$ cat config.mk
export PLATFORM = sky130hd
export DESIGN_NAME = hall_sensor_threshold_debounce_flat
export DESIGN_NICKNAME = d
export VERILOG_FILES = /design/src/rtl/core/hstd_pkg.sv /design/src/rtl/core/hstd_if.sv /design/src/rtl/core/hstd_pct_div.sv /design/src/rtl/core/hall_sensor_threshold_debounce.sv /design/src/flat_wrapper.sv
export SDC_FILE = /design/constraint.sdc
export NUM_CORES = 2
export LEC_CHECK = 0
export BUFFER_PORTS_ARGS = -buffer_cell sky130_fd_sc_hd__clkbuf_2
export CAP_MARGIN = 20
export CORE_ASPECT_RATIO = 0.7
export CORE_MARGIN = 3
export CORE_UTILIZATION = 45
export CTS_CLUSTER_SIZE = 20
export DETAILED_ROUTE_END_ITERATION = 8
export HOLD_SLACK_MARGIN = 0.06
export PLACE_DENSITY = 0.65
export SETUP_SLACK_MARGIN = 0.05
export SYNTH_ARGS = -nofsm -noshare
export SYNTH_HDL_FRONTEND = slang
export SYNTH_SLANG_ARGS = --single-unit
$ cat constraint.sdc
create_clock -name clk -period 9.5 [get_ports clk]
set_input_delay 0.95 -clock clk [delete_from_list [all_inputs] [get_ports clk]]
set_output_delay 0.95 -clock clk [all_outputs]
set_load 0.02 [all_outputs]
$ cat src/rtl/core/hstd_pkg.sv
// Shared types and constants of the hall sensor threshold and debounce block.
// No dependencies; the interfaces and all modules use it by scoped names.
`default_nettype none

package hstd_pkg;

  localparam int CMD_W    = 2;
  localparam int ID_W     = 6;
  localparam int RD_W     = 12;
  localparam int TIME_W   = 32;
  localparam int STATUS_W = 2;
  localparam int ROW_W    = 2;
  localparam int COL_W    = 4;
  localparam int THR_W    = 13;
  localparam int FACTOR_W = 8;
  localparam int PROD_W   = RD_W + FACTOR_W;

  localparam int PCT_W    = 7;
  localparam int DEB_W    = 8;
  localparam int CFG_IDX_W = 2;
  localparam int CFG_DATA_W = 12;

  localparam int PCT_SCALE = 100;
  localparam logic [THR_W-1:0] THR_MAX = 13'h1FFF;

  // command codes
  localparam logic [CMD_W-1:0] CMD_CLEAR = 2'd0;
  localparam logic [CMD_W-1:0] CMD_CAL   = 2'd1;
  localparam logic [CMD_W-1:0] CMD_SCAN  = 2'd2;
  localparam logic [CMD_W-1:0] CMD_NONE  = 2'd3;

  // result status codes
  localparam logic [STATUS_W-1:0] ST_DONE     = 2'd0;
  localparam logic [STATUS_W-1:0] ST_UNMAPPED = 2'd1;
  localparam logic [STATUS_W-1:0] ST_FLOATING = 2'd2;
  localparam logic [STATUS_W-1:0] ST_OUTSIDE  = 2'd3;

  // configuration register indexes
  localparam logic [CFG_IDX_W-1:0] CFG_PERCENT  = 2'd0;
  localparam logic [CFG_IDX_W-1:0] CFG_POLARITY = 2'd1;
  localparam logic [CFG_IDX_W-1:0] CFG_DEBOUNCE = 2'd2;
  localparam logic [CFG_IDX_W-1:0] CFG_MIN_RD   = 2'd3;

  typedef struct packed {
    logic [CMD_W-1:0]  command;
    logic [ID_W-1:0]   sensor_id;
    logic [RD_W-1:0]   reading;
    logic [TIME_W-1:0] now_ms;
  } in_item_t;

  typedef struct packed {
    logic [STATUS_W-1:0] status;
    logic                pressed;
    logic                state_changed;
    logic [ROW_W-1:0]    key_row;
    logic [COL_W-1:0]    matrix_column;
    logic [THR_W-1:0]    threshold_value;
  } out_item_t;

  // one key entry: debounced state and time of its last change
  typedef struct packed {
    logic              pressed;
    logic [TIME_W-1:0] change_time;
  } key_entry_t;

endpackage

`default_nettype wire

$ cat src/rtl/core/hstd_if.sv
// Valid/ready channel interfaces for sensor samples and detector results.
// Depends on hstd_pkg for the payload types.
`default_nettype none

interface hstd_in_if;
  logic               valid;
  logic               ready;
  hstd_pkg::in_item_t data;

  modport source (output valid, output data, input ready);
  modport sink   (input valid, input data, output ready);
endinterface

interface hstd_out_if;
  logic                valid;
  logic                ready;
  hstd_pkg::out_item_t data;

  modport source (output valid, output data, input ready);
  modport sink   (input valid, input data, output ready);
endinterface

`default_nettype wire

$ cat src/rtl/core/hstd_pct_div.sv
// Threshold scaling: divides baseline*factor by 100 and saturates to 13 bits.
// Depends on hstd_pkg for widths and the scale constant.
`default_nettype none

module hstd_pct_div (
  input  wire logic [hstd_pkg::PROD_W-1:0] prod,
  output logic      [hstd_pkg::THR_W-1:0]  thr
);

  localparam int RECIP_SHIFT = 27;
  localparam int RECIP_W     = hstd_pkg::PROD_W + 1;
  localparam int MUL_W       = hstd_pkg::PROD_W + RECIP_W;
  localparam int Q_W         = hstd_pkg::THR_W + 1;
  localparam logic [RECIP_W-1:0] RECIP =
    RECIP_W'(((1 << RECIP_SHIFT) + hstd_pkg::PCT_SCALE - 1) / hstd_pkg::PCT_SCALE);

  logic [MUL_W-1:0] mul;
  logic [Q_W-1:0]   q;

  // reciprocal rounded up gives the exact quotient for every product below 2^20
  always_comb begin
    mul = MUL_W'(prod) * MUL_W'(RECIP);
    q   = mul[RECIP_SHIFT +: Q_W];
    thr = (q > Q_W'(hstd_pkg::THR_MAX)) ? hstd_pkg::THR_MAX : q[hstd_pkg::THR_W-1:0];
  end

endmodule

`default_nettype wire

$ cat src/rtl/core/hall_sensor_threshold_debounce.sv
// Hall sensor key detector: per-sensor calibrated threshold and lockout debounce.
// Pipeline: a sample is registered into stage 1 when it is accepted; its result is registered
// into the output register when stage 1 advances. Input stalls only while both stages are full.
// One sample per cycle while results are taken; thresholds and key states sit in two
// registered-read memories, with write-back forwarding for the same sensor on consecutive samples.
// Reset: config registers take their defaults; per-entry valid bits make every entry
// read as zero at once, so no clearing pass is needed. Uses hstd_pkg, hstd_if, hstd_pct_div.
`default_nettype none

module hall_sensor_threshold_debounce #(
  parameter int SENSORS          = 32,
  parameter int MATRIX_COLUMNS   = 12,
  parameter int MATRIX_ROWS_USED = 4,
  parameter int ADC_BITS         = 12
) (
  input  wire logic                               clk,
  input  wire logic                               rst_n,
  hstd_in_if.sink                                 in_chan,
  hstd_out_if.source                              out_chan,
  input  wire logic                               cfg_we,
  input  wire logic [hstd_pkg::CFG_IDX_W-1:0]     cfg_index,
  input  wire logic [hstd_pkg::CFG_DATA_W-1:0]    cfg_wdata
);

  localparam int ADDR_W = (SENSORS > 1) ? $clog2(SENSORS) : 1;
  localparam int ID_W   = hstd_pkg::ID_W;
  localparam int RD_W   = hstd_pkg::RD_W;
  localparam int THR_W  = hstd_pkg::THR_W;
  localparam int TIME_W = hstd_pkg::TIME_W;
  localparam logic [RD_W-1:0] RD_MASK =
    (ADC_BITS >= RD_W) ? {RD_W{1'b1}} : RD_W'((1 << ADC_BITS) - 1);

  // configuration
  logic [hstd_pkg::PCT_W-1:0]  pct_r;
  logic                        pol_r;
  logic [hstd_pkg::DEB_W-1:0]  deb_r;
  logic [RD_W-1:0]             min_rd_r;

  always_ff @(posedge clk) begin
    if (!rst_n) begin
      pct_r    <= hstd_pkg::PCT_W'(10);
      pol_r    <= 1'b0;
      deb_r    <= hstd_pkg::DEB_W'(5);
      min_rd_r <= '0;
    end else if (cfg_we) begin
      unique case (cfg_index)
        hstd_pkg::CFG_PERCENT:  pct_r    <= cfg_wdata[hstd_pkg::PCT_W-1:0];
        hstd_pkg::CFG_POLARITY: pol_r    <= cfg_wdata[0];
        hstd_pkg::CFG_DEBOUNCE: deb_r    <= cfg_wdata[hstd_pkg::DEB_W-1:0];
        hstd_pkg::CFG_MIN_RD:   min_rd_r <= cfg_wdata[RD_W-1:0];
        default: ;
      endcase
    end
  end

  logic [hstd_pkg::PCT_W-1:0]    pct_clamped;
  logic [hstd_pkg::FACTOR_W-1:0] factor;

  always_comb begin
    pct_clamped = (pct_r > hstd_pkg::PCT_W'(hstd_pkg::PCT_SCALE)) ?
                  hstd_pkg::PCT_W'(hstd_pkg::PCT_SCALE) : pct_r;
    factor = pol_r ?
             hstd_pkg::FACTOR_W'(hstd_pkg::PCT_SCALE) + hstd_pkg::FACTOR_W'(pct_clamped) :
             hstd_pkg::FACTOR_W'(hstd_pkg::PCT_SCALE) - hstd_pkg::FACTOR_W'(pct_clamped);
  end

  // sensor index to matrix position, constant per entry
  logic [ID_W-1:0] row_tab [SENSORS];
  logic [ID_W-1:0] col_tab [SENSORS];

  for (genvar g = 0; g < SENSORS; g++) begin : g_map
    assign row_tab[g] = ID_W'(g / MATRIX_COLUMNS);
    assign col_tab[g] = ID_W'(g % MATRIX_COLUMNS);
  end

  // handshake and input decode
  logic s1_valid_r;
  logic out_valid_r;
  logic s1_adv;
  logic in_acc;

  assign s1_adv        = s1_valid_r && (!out_valid_r || out_chan.ready);
  assign in_chan.ready = !s1_valid_r || s1_adv;
  assign in_acc        = in_chan.valid && in_chan.ready;

  logic [ID_W-1:0]   in_idx;
  logic [ADDR_W-1:0] in_addr;
  logic              in_id_ok;
  logic [RD_W-1:0]   in_rd;

  always_comb begin
    in_idx   = in_chan.data.sensor_id - ID_W'(1);
    in_addr  = in_idx[ADDR_W-1:0];
    in_id_ok = (in_chan.data.sensor_id != '0) &&
               ({1'b0, in_chan.data.sensor_id} <= (ID_W + 1)'(SENSORS));
    in_rd    = in_chan.data.reading & RD_MASK;
  end

  // stage 1 item
  logic [hstd_pkg::CMD_W-1:0]  s1_cmd_r;
  logic                        s1_id_ok_r;
  logic [ADDR_W-1:0]           s1_addr_r;
  logic [ID_W-1:0]             s1_row_r;
  logic [ID_W-1:0]             s1_col_r;
  logic [RD_W-1:0]             s1_rd_r;
  logic [TIME_W-1:0]           s1_now_r;
  logic [hstd_pkg::PROD_W-1:0] s1_prod_r;

  always_ff @(posedge clk) begin
    if (!rst_n) s1_valid_r <= 1'b0;
    else if (in_acc) s1_valid_r <= 1'b1;
    else if (s1_adv) s1_valid_r <= 1'b0;
  end

  always_ff @(posedge clk) begin
    if (in_acc) begin
      s1_cmd_r   <= in_chan.data.command;
      s1_id_ok_r <= in_id_ok;
      s1_addr_r  <= in_addr;
      s1_row_r   <= in_id_ok ? row_tab[in_addr] : '0;
      s1_col_r   <= in_id_ok ? col_tab[in_addr] : '0;
      s1_rd_r    <= in_rd;
      s1_now_r   <= in_chan.data.now_ms;
      s1_prod_r  <= hstd_pkg::PROD_W'(in_rd) * hstd_pkg::PROD_W'(factor);
    end
  end

  // write-back controls from stage 1
  logic                  thr_we;
  logic                  thr_clr;
  logic [THR_W-1:0]      thr_new;
  logic                  key_we;
  hstd_pkg::key_entry_t  key_wdata;

  // threshold memory with per-entry valid bits
  logic [THR_W-1:0]   thr_mem [SENSORS];
  logic [SENSORS-1:0] thr_vld_r;
  logic [THR_W-1:0]   thr_q_r;
  logic               thr_vld_q_r;
  logic               thr_fwd_r;
  logic [THR_W-1:0]   thr_fwd_val_r;

  always_ff @(posedge clk) begin
    if (thr_we) thr_mem[s1_addr_r] <= thr_new;
    if (in_acc && in_id_ok) thr_q_r <= thr_mem[in_addr];
  end

  always_ff @(posedge clk) begin
    if (!rst_n) thr_vld_r <= '0;
    else if (thr_clr) thr_vld_r <= '0;
    else if (thr_we) thr_vld_r[s1_addr_r] <= 1'b1;
  end

  // key memory: pressed state and last change time
  hstd_pkg::key_entry_t key_mem [SENSORS];
  logic [SENSORS-1:0]   key_vld_r;
  hstd_pkg::key_entry_t key_q_r;
  logic                 key_vld_q_r;
  logic                 key_fwd_r;
  hstd_pkg::key_entry_t key_fwd_val_r;

  always_ff @(posedge clk) begin
    if (key_we) key_mem[s1_addr_r] <= key_wdata;
    if (in_acc && in_id_ok) key_q_r <= key_mem[in_addr];
  end

  always_ff @(posedge clk) begin
    if (!rst_n) key_vld_r <= '0;
    else if (key_we) key_vld_r[s1_addr_r] <= 1'b1;
  end

  // forward a write landing on the same edge as the read of that entry
  always_ff @(posedge clk) begin
    if (in_acc) begin
      thr_vld_q_r   <= in_id_ok ? thr_vld_r[in_addr] : 1'b0;
      key_vld_q_r   <= in_id_ok ? key_vld_r[in_addr] : 1'b0;
      thr_fwd_r     <= thr_clr || (thr_we && (s1_addr_r == in_addr));
      thr_fwd_val_r <= thr_clr ? '0 : thr_new;
      key_fwd_r     <= key_we && (s1_addr_r == in_addr);
      key_fwd_val_r <= key_wdata;
    end
  end

  logic [THR_W-1:0]     thr_cur;
  hstd_pkg::key_entry_t key_cur;
  logic [THR_W-1:0]     thr_calc;

  always_comb begin
    thr_cur = thr_fwd_r ? thr_fwd_val_r : (thr_vld_q_r ? thr_q_r : '0);
    key_cur = key_fwd_r ? key_fwd_val_r : (key_vld_q_r ? key_q_r : '0);
  end

  hstd_pct_div u_pct_div (
    .prod (s1_prod_r),
    .thr  (thr_calc)
  );

  // result and state update of the stage 1 item
  hstd_pkg::out_item_t res;
  logic                want;
  logic                lockout_over;
  logic                change;
  logic [TIME_W-1:0]   elapsed;

  always_comb begin
    res          = '0;
    thr_we       = 1'b0;
    thr_clr      = 1'b0;
    thr_new      = thr_calc;
    key_we       = 1'b0;
    want         = pol_r ? ({1'b0, s1_rd_r} > thr_cur) : ({1'b0, s1_rd_r} < thr_cur);
    elapsed      = s1_now_r - key_cur.change_time;
    lockout_over = elapsed > TIME_W'(deb_r);
    change       = lockout_over && (want != key_cur.pressed);
    key_wdata.pressed     = want;
    key_wdata.change_time = s1_now_r;
    case (s1_cmd_r) inside
      hstd_pkg::CMD_CLEAR: begin
        thr_clr = s1_adv;
      end
      hstd_pkg::CMD_CAL, hstd_pkg::CMD_SCAN: begin
        if (!s1_id_ok_r) begin
          res.status = hstd_pkg::ST_UNMAPPED;
        end else if (s1_cmd_r == hstd_pkg::CMD_CAL) begin
          res.key_row       = s1_row_r[hstd_pkg::ROW_W-1:0];
          res.matrix_column = s1_col_r[hstd_pkg::COL_W-1:0];
          if (s1_rd_r < min_rd_r) begin
            res.status          = hstd_pkg::ST_FLOATING;
            res.threshold_value = thr_cur;
          end else begin
            res.status          = hstd_pkg::ST_DONE;
            res.threshold_value = thr_calc;
            thr_we              = s1_adv;
          end
        end else if (s1_row_r >= ID_W'(MATRIX_ROWS_USED)) begin
          res.status = hstd_pkg::ST_OUTSIDE;
        end else begin
          res.status          = hstd_pkg::ST_DONE;
          res.key_row         = s1_row_r[hstd_pkg::ROW_W-1:0];
          res.matrix_column   = s1_col_r[hstd_pkg::COL_W-1:0];
          res.threshold_value = thr_cur;
          res.pressed         = change ? want : key_cur.pressed;
          res.state_changed   = change;
          key_we              = s1_adv && change;
        end
      end
      default: ;
    endcase
  end

  // output register
  hstd_pkg::out_item_t out_data_r;

  always_ff @(posedge clk) begin
    if (!rst_n) out_valid_r <= 1'b0;
    else if (s1_adv) out_valid_r <= 1'b1;
    else if (out_chan.ready) out_valid_r <= 1'b0;
  end

  always_ff @(posedge clk) begin
    if (s1_adv) out_data_r <= res;
  end

  assign out_chan.valid = out_valid_r;
  assign out_chan.data  = out_data_r;

`ifndef SYNTH
  a_clear_drops_all: assert property (@(posedge clk) disable iff (!rst_n)
    thr_clr |=> (thr_vld_r == '0))
    else $error("threshold valid bits survive a clear");

  a_key_write_scan: assert property (@(posedge clk) disable iff (!rst_n)
    key_we |-> (s1_cmd_r == hstd_pkg::CMD_SCAN) && s1_id_ok_r && res.state_changed)
    else $error("key entry written outside a changing scan");

  a_key_write_valid: assert property (@(posedge clk) disable iff (!rst_n)
    key_we |=> key_vld_r[$past(s1_addr_r)])
    else $error("key entry written but not marked valid");

  a_single_writer: assert property (@(posedge clk) disable iff (!rst_n)
    !(thr_we && (thr_clr || key_we)))
    else $error("two memory updates from one transaction");

  a_adv_fills_out: assert property (@(posedge clk) disable iff (!rst_n)
    s1_adv |=> out_valid_r)
    else $error("advanced transaction missing from output register");
`endif

endmodule

`default_nettype wire

$ cat src/flat_wrapper.sv
// flat-port wrapper written by rule: the top's interface ports become plain ports
module hall_sensor_threshold_debounce_flat 
#(
  parameter int SENSORS          = 32,
  parameter int MATRIX_COLUMNS   = 12,
  parameter int MATRIX_ROWS_USED = 4,
  parameter int ADC_BITS         = 12
)
  (clk, rst_n, cfg_we, cfg_index, cfg_wdata, in_chan_valid, in_chan_data, in_chan_ready, out_chan_valid, out_chan_data, out_chan_ready);
  hstd_in_if in_chan_i ();
  hstd_out_if out_chan_i ();
  input  wire logic clk;
  input  wire logic rst_n;
  input  wire logic cfg_we;
  input  wire logic [hstd_pkg::CFG_IDX_W-1:0] cfg_index;
  input  wire logic [hstd_pkg::CFG_DATA_W-1:0] cfg_wdata;
  input wire logic [$bits(in_chan_i.valid)-1:0] in_chan_valid;
  input wire logic [$bits(in_chan_i.data)-1:0] in_chan_data;
  output wire logic [$bits(in_chan_i.ready)-1:0] in_chan_ready;
  output wire logic [$bits(out_chan_i.valid)-1:0] out_chan_valid;
  output wire logic [$bits(out_chan_i.data)-1:0] out_chan_data;
  input wire logic [$bits(out_chan_i.ready)-1:0] out_chan_ready;
  assign in_chan_i.valid = in_chan_valid;
  assign in_chan_i.data = in_chan_data;
  assign in_chan_ready = in_chan_i.ready;
  assign out_chan_valid = out_chan_i.valid;
  assign out_chan_data = out_chan_i.data;
  assign out_chan_i.ready = out_chan_ready;
  hall_sensor_threshold_debounce #(.SENSORS(SENSORS), .MATRIX_COLUMNS(MATRIX_COLUMNS), .MATRIX_ROWS_USED(MATRIX_ROWS_USED), .ADC_BITS(ADC_BITS)) u_core (.clk(clk), .rst_n(rst_n), .in_chan(in_chan_i), .out_chan(out_chan_i), .cfg_we(cfg_we), .cfg_index(cfg_index), .cfg_wdata(cfg_wdata));
endmodule
==> impl_results.md <==
- Status: finished, final reports clean
- Chip Height: 360 um
- DR iter-0 viols: 5471
- First-pass GRT wire length: 294000 um
- Post-CTS sizing: 0
- Arrival @ worst endpoint: 8300 ps
- Final std cells w/o fill: 7322
- Largest stage delay on the critical path: 1170 ps
- Commonest non-fill, non-tap cell in the layout: edfxtp_1
- Syn_area_per_cell: 17.4 sq um
- Slowest library cell on the worst path: nor3_2
- Achievable Freq: 0.128 GHz
- CP Capture Type: flop
- Total grt overflow: 0
- Post-synthesis cell count: 4626
- WL/cell: 27.5 um
- Worst rel slew slack: 24.0%
- Core area: 177000 sq um
- Num CTS Buffers: 167
- First-pass iteration count of the detailed router: 5
- Worst hold path class: input port to flop
- Least-Margin Pin Slew: 1140 ps
- Yosys reg bits: 1763
- Starting Density: 45.4%
- Req. time, crit path: 9970 ps
- Max-cap violation count: 0
- Die width: 512 um
- Asr flop ratio synth: 0%
- Post-DRT Antenna Nets: 0
- Yosys warns: 0
- Root buffer cell: clkbuf_16
- Final Cycle Share: 82.5%
- Post-Syn Area: 80600 sq um
- Avg Vias per Cell: 5.86
- Share of layout cells above drive strength 1: 21.6%
- Clock-pin slew on the worst setup and hold paths: 60 ps
- Nets: 5432
- Vias: 42926
- # port buffers: 95
- H-tree lvl count: 4
- Number of global-route vias before repair: 42329
- Total GRT Usage: 21.8%
- Clock Skew: 53.1 ps
- CP Max Fanout: 35
- Crit Path Category: flop to flop
- Ys flop type: edfxtp_1
- Final hold slack: 307 ps
- Die area: 184000 sq um
- Final setup vio count: 0
- Fin. max-slew vios: 0
- Final Hold Vio Count: 0
- Setup TNS Final: 0 ps
- Post-synthesis sequential area ratio: 64.5%
- RD Place Congestion: 0.875
- Clock Sinks: 1763
- P&R area growth vs syn: 11.9%
- CP cell instances: buf_4 > nor2b_4 > a22o_1 > ha_1 > inv_1 > fa_1 > a21o_1 > a221oi_4 > xnor2_1 > ha_1 > nand3_1 > or3_1 > a2111oi_2 > nand4b_1 > nor4_2 > nand4_2 > nor3_2 > nor2_4 > buf_4
- TritonCTS clock tree: built
- Hpwl dp: 120000 um
- Postcts setup bufs: 0
- Final wirelength: 201000 um
- Post-CTS Hold Buffers: 0
- Post-Syn Nets: 5237
- Max clock buf depth: 3
- Post-synth EDFFs: 1669
- Worst-Skew Late Latency: 820 ps
- Commonest cells after routing, fill and taps aside: 1669 x edfxtp_1, 480 x mux4_2, 421 x inv_1
- RSZ-0062 raised after global routing: no
- I/O Pins: 96
- Largest net degree at the start of global routing: 116
- Cell variety after synth: 77
- Min cycle time layout: 7830 ps
- Drt drc: 0
- Placed Cells incl. Taps: 7001
- Rows: 129
- Critical Path Start Type: flop
- Initial antenna violation count: 7
-- worst paths after layout --
path                              from                      to  slack, ps  depth (start not counted)
setup / recovery      u_core.key_fwd_r  u_core.key_mem[16][14]       1670                         19
hold / removal        in_chan_data[16]     u_core.s1_now_r[16]        310                          1
setup reg to reg      u_core.key_fwd_r  u_core.key_mem[16][14]       1670                         19
hold reg to reg   u_core.key_vld_r[18]    u_core.key_vld_r[18]        450                          2
-- cells in the mapped netlist (17+ instances only) --
master | n | area share, %
dfxtp_1 | 94 | 2.3
o21a_1 | 44 | 0.41
nor4_1 | 34 | 0.26
buf_1 | 53 | 0.25
and3_1 | 27 | 0.21
nand3_1 | 28 | 0.17
mux4_2 | 480 | 13
and2_1 | 43 | 0.33
nand4_1 | 17 | 0.13
a21o_1 | 48 | 0.45
o311ai_2 | 18 | 0.36
nor2b_1 | 29 | 0.23
edfxtp_1 | 1669 | 62
xor2_1 | 22 | 0.24
nor2_1 | 89 | 0.41
nand2b_1 | 22 | 0.17
inv_1 | 446 | 2.1
xnor2_1 | 34 | 0.37
a21oi_1 | 122 | 0.76
a22oi_1 | 43 | 0.40
ha_1 | 335 | 5.2
fa_1 | 205 | 5.1
nand2_1 | 306 | 1.4
nor3_1 | 53 | 0.33
clkbuf_1 | 133 | 0.62
o21ai_0 | 43 | 0.27
-- flip-flops by register name (all words and copies together) (netlist names), 20 cells and up --
register and count:
u_core.key_mem 1056, u_core.thr_mem 416, u_core.key_fwd_val_r 33, u_core.key_q_r 33, u_core.key_vld_r 32, u_core.s1_now_r 32
u_core.thr_vld_r 32, u_core.out_chan.data 23, u_core.s1_prod_r 20
-- through the flow --
| stage | utilization [%] | worst slack (ps) | area (sq um) |
|---|---|---|---|
| after detailed placement | 47.7 | 1730 | 84700 |
| after CTS | 50.7 | 1730 | 90000 |
| final | 50.9 | 1670 | 90200 |
| after global placement | 47.7 | 1880 | 84600 |
| after global routing | 50.9 | 1290 | 90200 |
| after floorplan | - | 2850 | 80600 |
-- critical path: cells and delay by family (launching register included) --
| kind | cells | cell delay, ps |
|---|---|---|
| AO/OA/AOI/OAI | 4 | 1240 |
| XOR/XNOR | 1 | 140 |
| adder cells (fa/ha/maj) | 3 | 870 |
| buffers and inverters | 3 | 760 |
| flip-flops | 1 | 380 |
| AND/OR/NAND/NOR | 8 | 4030 |
-- per-layer routing --
metal,track usage (%),part of all wire [%],vias up
met5,0.254,0.046,-
met4,4.96,2.0,6
met3,6.87,11,255
met2,30.1,42,2005
met1,33.8,44,22420
li1,-,-,18240
-- layout make-up --
cell class,instances,area [sq um]
sequential,1763,52000
timing repair buffer,227,1750
fill,14220,87100
antenna,3,7.51
inverter,447,1680
tap,2358,2950
clock inverter,107,1000
clock buffer,202,4340
multi-input combinational,2215,26500
-- cell families (layout without fill, tap and decap cells) --
group / Yosys count / in the layout / synth area share [%]
buffers and inverters: 648 / 983 / 3.06
flip-flops: 1763 / 1763 / 64.5
multiplexers: 496 / 496 / 13.6
adder cells (fa/ha/maj): 540 / 540 / 10.3
other: 0 / 3 / 0
AND/OR/NAND/NOR: 687 / 687 / 4.05
AO/OA/AOI/OAI: 435 / 435 / 3.86
XOR/XNOR: 57 / 57 / 0.629
Power is left out: the tool's default activity adds up to more than one toggle a clock period on the data nets, which glitch-free logic cannot reach.
